<file path="config.mk">
export PLATFORM = sky130hd
export DESIGN_NAME = rabs_ctrl
export DESIGN_NICKNAME = d
export VERILOG_FILES = /design/src/rtl/core/rabs_pkg.sv /design/src/rtl/core/rabs_ctrl.sv
export SDC_FILE = /design/constraint.sdc
export NUM_CORES = 1
export LEC_CHECK = 0
export ABC_AREA = 1
export BUFFER_PORTS_ARGS = -buffer_cell sky130_fd_sc_hd__buf_2
export CAP_MARGIN = 20
export CORE_AREA = 10 10 47 49
export DETAILED_ROUTE_END_ITERATION = 7
export DIE_AREA = 0 0 57 59
export PLACE_DENSITY = 0.4
export SLEW_MARGIN = 25
export SYNTH_ARGS = -nofsm -noshare
export SYNTH_HDL_FRONTEND = slang
export SYNTH_SLANG_ARGS = --single-unit
export TNS_END_PERCENT = 50
</file>
<file path="constraint.sdc">
create_clock -name clk -period 2.6 [get_ports clk]
set_input_delay 0.52 -clock clk [delete_from_list [all_inputs] [get_ports clk]]
set_output_delay 0.52 -clock clk [all_outputs]
set_load 0.02 [all_outputs]
</file>
<file path="src/rtl/core/rabs_pkg.sv">
// shared types and constants for the rotated table search block
package rabs_pkg;

    localparam int TABLE_DEPTH_DEF = 1024;
    localparam int DATA_W          = 32;
    localparam int IDX_W           = 10;
    localparam int LH_W            = IDX_W + 2;
    localparam int CFG_IDX_W       = 1;
    localparam int CFG_DATA_W      = IDX_W;

    localparam logic [CFG_IDX_W-1:0] CFG_RANGE_LOW  = 1'b0;
    localparam logic [CFG_IDX_W-1:0] CFG_RANGE_HIGH = 1'b1;

    localparam logic REQ_WRITE  = 1'b0;
    localparam logic REQ_SEARCH = 1'b1;

    typedef enum logic [2:0] {
        S_IDLE,
        S_RD_LO,
        S_RD_MID,
        S_RD_HI,
        S_EVAL,
        S_DONE
    } state_t;

    typedef enum logic [1:0] {
        RD_LO,
        RD_MID,
        RD_HI
    } rd_sel_t;

    typedef struct packed {
        logic    mem_wr;
        logic    load;
        rd_sel_t rd_sel;
        logic    cap_vl;
        logic    cap_vm;
        logic    step;
        logic    res_clear;
        logic    out_load;
    } cmd_t;

    typedef struct packed {
        logic empty;
        logic hit;
        logic dead;
        logic out_free;
    } sts_t;

endpackage

</file>
<file path="src/rtl/core/rabs_ctrl.sv">
// search sequencer state machine
module rabs_ctrl
(
    input  logic             clk,
    input  logic             rst_n,
    input  logic             req_valid,
    input  logic             req_type,
    output logic             req_ready,
    input  rabs_pkg::sts_t   sts,
    output rabs_pkg::cmd_t   cmd
);

    rabs_pkg::state_t state_reg;
    rabs_pkg::state_t state_next;

    always_ff @(posedge clk or negedge rst_n)
    begin
        if (!rst_n)
        begin
            state_reg <= rabs_pkg::S_IDLE;
        end
        else
        begin
            state_reg <= state_next;
        end
    end

    always_comb
    begin
        state_next    = state_reg;
        req_ready     = 1'b0;
        cmd           = '0;
        cmd.rd_sel    = rabs_pkg::RD_LO;
        unique case (state_reg)
            rabs_pkg::S_IDLE:
            begin
                req_ready = 1'b1;
                if (req_valid)
                begin
                    if (req_type == rabs_pkg::REQ_SEARCH)
                    begin
                        cmd.load   = 1'b1;
                        state_next = rabs_pkg::S_RD_LO;
                    end
                    else
                    begin
                        cmd.mem_wr = 1'b1;
                    end
                end
            end
            rabs_pkg::S_RD_LO:
            begin
                if (sts.empty)
                begin
                    cmd.res_clear = 1'b1;
                    state_next    = rabs_pkg::S_DONE;
                end
                else
                begin
                    cmd.rd_sel = rabs_pkg::RD_LO;
                    state_next = rabs_pkg::S_RD_MID;
                end
            end
            rabs_pkg::S_RD_MID:
            begin
                cmd.rd_sel = rabs_pkg::RD_MID;
                cmd.cap_vl = 1'b1;
                state_next = rabs_pkg::S_RD_HI;
            end
            rabs_pkg::S_RD_HI:
            begin
                cmd.rd_sel = rabs_pkg::RD_HI;
                cmd.cap_vm = 1'b1;
                state_next = rabs_pkg::S_EVAL;
            end
            rabs_pkg::S_EVAL:
            begin
                cmd.step = 1'b1;
                if (sts.hit || sts.dead)
                begin
                    state_next = rabs_pkg::S_DONE;
                end
                else
                begin
                    state_next = rabs_pkg::S_RD_LO;
                end
            end
            rabs_pkg::S_DONE:
            begin
                if (sts.out_free)
                begin
                    cmd.out_load = 1'b1;
                    state_next   = rabs_pkg::S_IDLE;
                end
            end
            default:
            begin
                state_next = rabs_pkg::S_IDLE;
            end
        endcase
    end

endmodule

</file>
==> results of run 1 <==
-- path summary, 6_finish.rpt --
kind	startpoint	endpoint	slack (ns)	depth (start not counted)
setup reg to reg	state_reg[0]$_DFFE_PN0P_	state_reg[0]$_DFFE_PN0P_	1.57	5
hold / removal	rst_n	state_reg[2]$_DFFE_PN0P_	0.07	1
min in group clk	sts[2]	state_reg[2]$_DFFE_PN0P_	0.51	3
setup / recovery	state_reg[0]$_DFFE_PN0P_	cmd[8]	0.79	6
max in group asynchronous	rst_n	state_reg[0]$_DFFE_PN0P_	2.42	1
hold reg to reg	state_reg[2]$_DFFE_PN0P_	state_reg[0]$_DFFE_PN0P_	0.69	3
-- metrics by stage --
stage / instances / worst slack, ns
after floorplan: 37 / 0.8984
after global placement: 68 / 1.029
after detailed placement: 68 / 1.027
after CTS: 72 / 0.7689
after global routing: 72 / 0.6793
final: 72 / 0.7872
-- layout make-up --
type	instances	share of cell area, %
multi-input combinational	22	34.12
timing repair buffer	17	22.97
sequential	3	20.27
inverter	10	10.14
clock buffer	4	7.095
tap	16	5.405
-- where the power goes --
group / leakage, nW / total [W] / internal, W / switching [W]
clock: 0.0150 / 0.0000823 / 0.0000576 / 0.0000247
sequential: 0.0378 / 0.000108 / 0.0000678 / 0.0000399
combinational: 0.189 / 0.000245 / 0.0000876 / 0.000158
total: 0.242 / 0.000435 / 0.000213 / 0.000222
-- cells in the mapped netlist, drive strengths merged --
cell,n,area (sq um)
a31oi,1,6.260
buf,2,18.77
dfrtp,3,75.07
inv,10,37.54
nand2,4,17.52
nand3,5,25.02
nand4,3,18.77
nor2,5,28.78
nor3,1,10.01
o21ai,1,5.000
o21bai,2,15.01
-- logic make-up after synthesis --
| logic type | count (synthesis) |
|---|---|
| flip-flops | 3 |
| AO/OA/AOI/OAI | 4 |
| AND/OR/NAND/NOR | 18 |
| buffers and inverters | 12 |
-- worst register-to-register path: stages, from the launching register on --
cell	delay, ns
dfrtp_1	0.47
nor2_4	0.17
inv_2	0.05
nand2_2	0.05
nand3_1	0.08
o21bai_1	0.13
-- routing by layer --
layer  GRT usage (%)  routed length [um]  vias to the layer above
met5               0                   0                        -
met4           6.040                   9                        0
met2           6.357                 315                       11
met1           4.529                 344                      124
li1                -                   -                      157
met3           2.790                  82                        2
==> results by group, run 1 <==
Run status
  – Status: complete, no violations

Hold path
  – HP Class: in2async

Timing
  – Post-route setup TNS: 0 ns
  – Clk_skew: 0.001140 ns
  – Setup violators final: 0
  – Crit path time final: 1.813 ns
  – Tcrit/Tclk final: 69.72%
  – Measured slew at the worst slew-check pin: 0.3040 ns
  – RSZ-0062 raised after global routing: no
  – Hold Vio Cnt, Final: 0
  – Final Hold Slack: 0.07266 ns
  – Worst slew margin: 79.74%
  – Fmax: 551.6 MHz
  – Slew Viols, Final: 0

Route
  – DRT antenna net count: 0
  – WL/cell: 10.42 um
  – Final WL: 750 um
  – First-iteration detailed-routing DRC count: 8
  – Routed vias/inst: 4.083
  – DRC errors left: 0
  – Total number of vias: 294
  – DRT Pass-1 Iters: 2

Synth
  – Post-synthesis adder-cell area fraction: 0%
  – Synthesis warning total: 0
  – Post-synthesis compound-gate area fraction: 10.19%
  – Register area share after synthesis: 29.13%
  – Mapped Nets: 45
  – Post-synthesis xor/xnor area fraction: 0%
  – Largest family of logic cells by synthesized area: simple AND/OR/NAND/NOR gates
  – FF+latch count, synth: 3
  – Syn Inst Count: 37
  – Synth cell types: 16
  – Multiplexer share of the synthesized area: 0%
  – Area of the mapped netlist: 257.7 sq um
  – Post-Synth Simple-Gate Area: 38.83%
  – Syn Area/Cell: 6.966 sq um

GRT
  – Initial antenna violation count: 0
  – Largest net degree at the start of global routing: 9
  – GRT Util Overall: 4.760%
  – Vias in the first global route: 313
  – First-pass GRT wire length: 1.214 mm
  – Overflow after GRT: 0

Clock tree
  – Postcts setup bufs: 0
  – H-tree Lvls: 1
  – Clock root buffer: clkbuf_4
  – Clock Sinks: 3
  – CTS buffer count: 3
  – Clk buf depth: 2
  – Hold buffers post-CTS: 0
  – Resized cells post-CTS: 0
  – Worst-path clk slew: 0.04 ns
  – CTS tree: built
  – Worst skew pair latency: 0.23 ns

Place
  – Post-DP Area: 344.1 sq um
  – Post-detail-place hpwl: 611.2 um
  – Routability congestion estimate: 0.7836
  – I/O Buffers: 17

Layout
  – Most common cell after layout, fill and taps aside: buf_2
  – Seq. cell area: 75.07 sq um
  – Final Util: 26.43%
  – Share of post-route cells with drive strength above 1: 48.21%
  – Fill cells: 171
  – Commonest cells after routing, fill and taps aside: buf_2, inv_1, nand3_1
  – # nets final: 65
  – Ant diodes: 0
  – Layout area overhead: 43.69%
  – Max reg flops: 3
  – Area of the multi-input gates: 126.4 sq um
  – Final Cell Area: 370.4 sq um

Floorplan
  – Total Die Area: 0.003363 sq mm
  – Core area: 0.001401 sq mm
  – Initial Util: 18.39%
  – Die Wd: 57 um
  – Std cell rows: 14
  – Die Height: 59 um
  – # IOs: 18

Setup path
  – Data required, critical path: 2.08 ns
  – Worst path max stage delay: 0.47 ns
  – Crit-path cells: nor2_4, nand2_1, inv_1, nand2_1, nor2_1, buf_2
  – WP data arrival: 1.29 ns
  – Worst Path Max Fanout: 8
  – Startpoint Class: register
  – WS Path Type: reg2out
  – Crit-path slowest cell: dfrtp_1
  – Crit path max-delay family: flip-flops
  – CP most frequent cell: nand2_1
  – Worst setup EP type: primary output
  – Worst path bufs/invs: 2

Pwr
  – Leakage: 0.2417 nW
  – Total power: 0.0004354 W
  – Worst vdd ir: 408.3 uV
  – P per Cell Area: 1176 mW/mm^2

Flow run
  – Max-Cap Viols: 0
Note: power is estimated with default switching activity, not from simulation.
==> run 2: changes to the inputs <==
--- a/config.mk
+++ b/config.mk
@@ -11,7 +11,7 @@
 export CORE_AREA = 10 10 47 49
 export DETAILED_ROUTE_END_ITERATION = 7
 export DIE_AREA = 0 0 57 59
-export PLACE_DENSITY = 0.4
+export PLACE_DENSITY = 0.41
 export SLEW_MARGIN = 25
 export SYNTH_ARGS = -nofsm -noshare
 export SYNTH_HDL_FRONTEND = slang
==> constraint.sdc (replaced) <==
create_clock -name clk -period 1.63 [get_ports clk]
set_input_delay 0.326 -clock clk [delete_from_list [all_inputs] [get_ports clk]]
set_output_delay 0.326 -clock clk [all_outputs]
set_load 0.02 [all_outputs]
==> run 2 against run 1 <==
  * Clock skew rose by 0.00062 ns
  * Combinational power rose by 94%
  * Design area rose by 14%
  * Via count rose by 7.8%
  * Clock-buffer cell count did not move
  * Sequential share of layout area fell by 1.6 points
  * Critical endpoint unchanged
  * Routed wire length rose by 2.5%
  * Utilization rose by 3.7 points
  * Flip-flop and latch count did not move
  * Largest cell class unchanged
  * Total power rose by 78%
  * Hold slack improved by 0.24 ns
  * First-iteration DRC count rose to 2.5 times the previous value
==> results by group, run 2 (synthesis results as in run 1) <==
Timing
  – Hold Vio Cnt, Final: 0
  – Final worst slack: 0.1123 ns
  – Clk_skew: 0.001764 ns
  – Tcrit/Tclk final: 93.11%
  – Measured slew at the worst slew-check pin: 0.1596 ns
  – Post-route setup TNS: 0 ns
  – Fmax: 658.9 MHz
  – Worst slew margin: 89.32%
  – Slew Viols, Final: 0
  – RSZ-0062 raised after global routing: no
  – Crit path time final: 1.518 ns
  – Setup violators final: 0

Route
  – DRT Pass-1 Iters: 4
  – Met1 wire length: 341 um
  – Total number of vias: 317
  – Final WL: 769 um
  – Routed vias/inst: 4.171
  – First-iteration detailed-routing DRC count: 20
  – Met2 wire length: 353 um
  – DRT antenna net count: 0
  – DRC errors left: 0
  – WL met3: 74 um
  – Max Used Layer: met3
  – WL/cell: 10.12 um

GRT
  – Initial antenna violation count: 0
  – Vias in the first global route: 321
  – GRT Util Overall: 4.976%
  – Largest net degree at the start of global routing: 9
  – Overflow after GRT: 0
  – First-pass GRT wire length: 1.317 mm

Layout
  – # nets final: 69
  – Most common cell after layout, fill and taps aside: buf_2
  – Share of post-route cells with drive strength above 1: 56.67%
  – Seq. cell area: 78.83 sq um
  – Area of the multi-input gates: 135.1 sq um
  – Max reg flops: 3
  – Ant diodes: 0
  – Fill cells: 167
  – Layout area overhead: 64.08%
  – Commonest cells after routing, fill and taps aside: buf_2, inv_1, buf_4, nand3_1

Floorplan
  – Core area: 0.001401 sq mm
  – Initial Util: 18.39%
  – Total Die Area: 0.003363 sq mm
  – Std cell rows: 14
  – Die Height: 59 um
  – Die Wd: 57 um
  – # IOs: 18

Hold path
  – HP Class: in2reg

Setup path
  – Startpoint Class: register
  – Worst Path Max Fanout: 7
  – Worst setup EP type: primary output
  – WP data arrival: 1.19 ns
  – WS Path Type: reg2out
  – Data required, critical path: 1.30 ns

Run status
  – Status: complete, no violations

Place
  – Post-detail-place hpwl: 644 um
  – I/O Buffers: 17
  – Dpl ws: 0.2525 ns
  – Routability congestion estimate: 0.6994

Clock tree
  – Clock root buffer: clkbuf_4
  – Worst skew pair latency: 0.23 ns
  – Clock Sinks: 3
  – Clk buf depth: 2
  – CTS tree: built
  – H-tree Lvls: 1
  – CTS buffer count: 3
  – Worst-path clk slew: 0.04 ns

Pwr
  – Psw: 0.0003767 W
  – Int Power: 0.0004003 W
  – Switch share: 48.48%
  – Clock Power Share: 16.6%
  – Leakage: 0.2571 nW
  – Comb power frac: 61.1%
  – Worst vdd ir: 781.6 uV
  – P per Cell Area: 1837 mW/mm^2
  – Sequential Power Share: 22.3%

Flow run
  – Max-Cap Viols: 0
## run 2: cell count changes in the layout (fill, tap and decap cells not counted), sizes merged
cell | before | now
buf | 17 | 20
dlygate4sd3 | 0 | 1
## run 2: final timing paths
path	start	end	slack (ns)	cells past startpoint
max	state_reg[2]$_DFFE_PN0P_	cmd[8]	0.11	6
min	sts[3]	state_reg[1]$_DFFE_PN0P_	0.32	2
max reg2reg	state_reg[0]$_DFFE_PN0P_	state_reg[0]$_DFFE_PN0P_	0.59	4
min reg2reg	state_reg[0]$_DFFE_PN0P_	state_reg[1]$_DFFE_PN0P_	0.63	2
max in group asynchronous	rst_n	state_reg[0]$_DFFE_PN0P_	1.08	2
min in group asynchronous	rst_n	state_reg[1]$_DFFE_PN0P_	0.43	2
## run 2: per-stage QoR
stage	hold slack [ns]	instance area (sq um)	instances	utilization [%]	power, W
4_1_cts	0.3149	380.4	73	27.14	0.0007081
2_1_floorplan	0.03041	257.7	37	-	0.0004879
3_3_place_gp	0.1241	344.1	68	24.55	0.0005724
6_report	0.3157	422.9	76	30.18	0.0007770
5_1_grt	0.3163	422.9	76	30.18	0.0008572
3_5_place_dp	0.1271	344.1	68	24.55	0.0005690
## run 2: power by group through the flow
stage / clock, W / sequential [W] / combinational, W
2_1_floorplan: 0 / 0.000140 / 0.000348
3_3_place_gp: 0 / 0.000175 / 0.000398
3_5_place_dp: 0 / 0.000174 / 0.000395
4_1_cts: 0.000135 / 0.000173 / 0.000399
5_1_grt: 0.000146 / 0.000181 / 0.000530
6_report: 0.000129 / 0.000174 / 0.000475
## run 2: layout make-up
class	count	area share (%)
multi-input cells	22	31.95
flip-flops and latches	3	18.64
clock buffers	4	6.213
inverters	10	8.876
repair buffers	21	29.59
well taps	16	4.734
## run 2: repair_timing
item,CTS,global route
endpoints found under the hold margin,3,0
setup buffers,0,3
endpoints found under the setup margin,0,2
hold buffers,1,0
gates resized for setup,0,8
## run 2: layer usage
layer	up-vias	GRT usage, %
met5	-	0
met4	0	2.013
met3	0	3.863
met2	18	6.822
met1	135	5.602
li1	164	-
## run 2: worst max-delay path, cell delays in order, from the launching register on
cell and delay, ns:
dfrtp_2 0.44, inv_2 0.12, nand2_2 0.07, inv_1 0.06, nand2_1 0.04, nor2_1 0.08
buf_4 0.14
==> run 3: changes to the inputs <==
--- a/config.mk
+++ b/config.mk
@@ -12,6 +12,7 @@
 export DETAILED_ROUTE_END_ITERATION = 7
 export DIE_AREA = 0 0 57 59
 export PLACE_DENSITY = 0.41
+export SETUP_SLACK_MARGIN = 0.4
 export SLEW_MARGIN = 25
 export SYNTH_ARGS = -nofsm -noshare
 export SYNTH_HDL_FRONTEND = slang
==> run 3 against run 2 <==
  * Critical path depth stayed put
  * Combinational power increased by 20%
  * Sequential power shrank 5%
  * Highest routed layer unchanged
==> results by group, run 3 (synthesis results as in run 1) <==
Route
  – DRT antenna net count: 0
  – WL/cell: 10.42 um
  – Total number of vias: 324
  – DRC errors left: 0
  – First-iteration detailed-routing DRC count: 2
  – DRT Pass-1 Iters: 2
  – Final WL: 823 um
  – Routed vias/inst: 4.101

Layout
  – Max reg flops: 3
  – Fill cells: 160
  – Commonest cells after routing, fill and taps aside: buf_2, buf_4, inv_1, nand3_1
  – Ant diodes: 0
  – Share of post-route cells with drive strength above 1: 63.49%
  – Layout area overhead: 84.47%
  – Seq. cell area: 78.83 sq um
  – Area of the multi-input gates: 150.1 sq um
  – # nets final: 72
  – Most common cell after layout, fill and taps aside: buf_2

Timing
  – Final Hold Slack: 0.3162 ns
  – Setup violators final: 0
  – Worst slew margin: 88.27%
  – RSZ-0062 raised after global routing: yes
  – Clk_skew: 0.0009509 ns
  – Crit path time final: 1.489 ns
  – Fmax: 671.7 MHz
  – Tcrit/Tclk final: 91.34%
  – Hold Vio Cnt, Final: 0
  – Slew Viols, Final: 0
  – Post-route setup TNS: 0 ns
  – Measured slew at the worst slew-check pin: 0.1754 ns

Setup path
  – WP data arrival: 1.16 ns
  – WS Path Type: reg2out
  – Startpoint Class: register
  – Worst setup EP type: primary output
  – Worst Path Max Fanout: 3
  – Data required, critical path: 1.30 ns

GRT
  – GRT Util Overall: 5.455%
  – Vias in the first global route: 364
  – First-pass GRT wire length: 1.462 mm
  – Overflow after GRT: 0
  – Largest net degree at the start of global routing: 8
  – Initial antenna violation count: 0

Floorplan
  – Die Wd: 57 um
  – Die Height: 59 um
  – Core area: 0.001401 sq mm
  – Std cell rows: 14
  – # IOs: 18
  – Total Die Area: 0.003363 sq mm
  – Initial Util: 18.39%

Run status
  – Status: complete, no violations

Clock tree
  – Worst skew pair latency: 0.23 ns
  – Clock root buffer: clkbuf_4
  – CTS buffer count: 3
  – H-tree Lvls: 1
  – Clock Sinks: 3
  – Worst-path clk slew: 0.04 ns
  – CTS tree: built
  – Clk buf depth: 2

Flow run
  – Max-Cap Viols: 0

Hold path
  – HP Class: in2reg

Place
  – Routability congestion estimate: 0.7225
  – I/O Buffers: 17
  – Post-detail-place hpwl: 648.2 um

Pwr
  – Leakage: 0.2782 nW
  – Total power: 0.0008656 W
  – Worst vdd ir: 744.9 uV
  – P per Cell Area: 1821 mW/mm^2
run 3: cell types whose count changed in the layout (fill, tap and decap cells not counted), sizes merged:
cell / before / now
buf: 20 / 23
run 3: worst max-delay path, stage by stage (launching register included):
cell and delay [ns]:
dfrtp_2 0.41, nor2_4 0.14, nand2_2 0.09, inv_4 0.06
nand2_4 0.04, nor2_4 0.07, buf_6 0.12
run 3: final cells by class:
| type | count | share of cell area (%) |
|---|---|---|
| Timing Repair Buffer | 24 | 33.16 |
| Tap cell | 16 | 4.211 |
| Clock buffer | 4 | 5.526 |
| Multi-Input combinational cell | 22 | 31.58 |
| Inverter | 10 | 8.947 |
| Sequential cell | 3 | 16.58 |
run 3: metrics by stage:
stage	utilization (%)	cells	area, sq um	setup WS [ns]
floorplan	-	37	287.8	0.3405
global placement	26.43	68	370.4	0.2311
detailed placement	26.43	68	370.4	0.2399
CTS	32.86	78	460.4	0.1210
global route	33.93	79	475.5	0.06694
finish	33.93	79	475.5	0.1412
run 3: repair_timing:
| action | 4_1_cts | 5_1_grt |
|---|---|---|
| setup endpoints to repair | 10 | 10 |
| pin swaps | 5 | 0 |
| hold buffers | 1 | 0 |
| endpoints found under the hold margin | 3 | 0 |
| gates resized for setup | 7 | 3 |
| setup buffers | 5 | 1 |
run 3: metal layers:
metal | vias up | wire length (um) | GRT usage (%) | part of all wire (%)
met5 | - | 0 | 0 | 0
met4 | 0 | 0 | 3.020 | 0
met3 | 0 | 34 | 2.790 | 4.1
met2 | 10 | 402 | 8.062 | 49
met1 | 142 | 386 | 6.205 | 47
li1 | 172 | - | - | -
run 3: final timing paths:
path | slack [ns] | startpoint | to | depth (start not counted)
setup / recovery | 0.14 | state_reg[0]$_DFFE_PN0P_ | cmd[8] | 6
hold / removal | 0.32 | sts[3] | state_reg[1]$_DFFE_PN0P_ | 2
setup reg to reg | 0.53 | state_reg[0]$_DFFE_PN0P_ | state_reg[2]$_DFFE_PN0P_ | 5
hold reg to reg | 0.67 | state_reg[1]$_DFFE_PN0P_ | state_reg[1]$_DFFE_PN0P_ | 3
max in group asynchronous | 1.09 | rst_n | state_reg[2]$_DFFE_PN0P_ | 2
min in group asynchronous | 0.42 | rst_n | state_reg[1]$_DFFE_PN0P_ | 2
run 3: where the power goes:
group	switching, W	total (W)	internal (W)
Clock	0.0000376	0.000129	0.0000917
Combinational	0.000323	0.000571	0.000248
Sequential	0.0000505	0.000165	0.000115
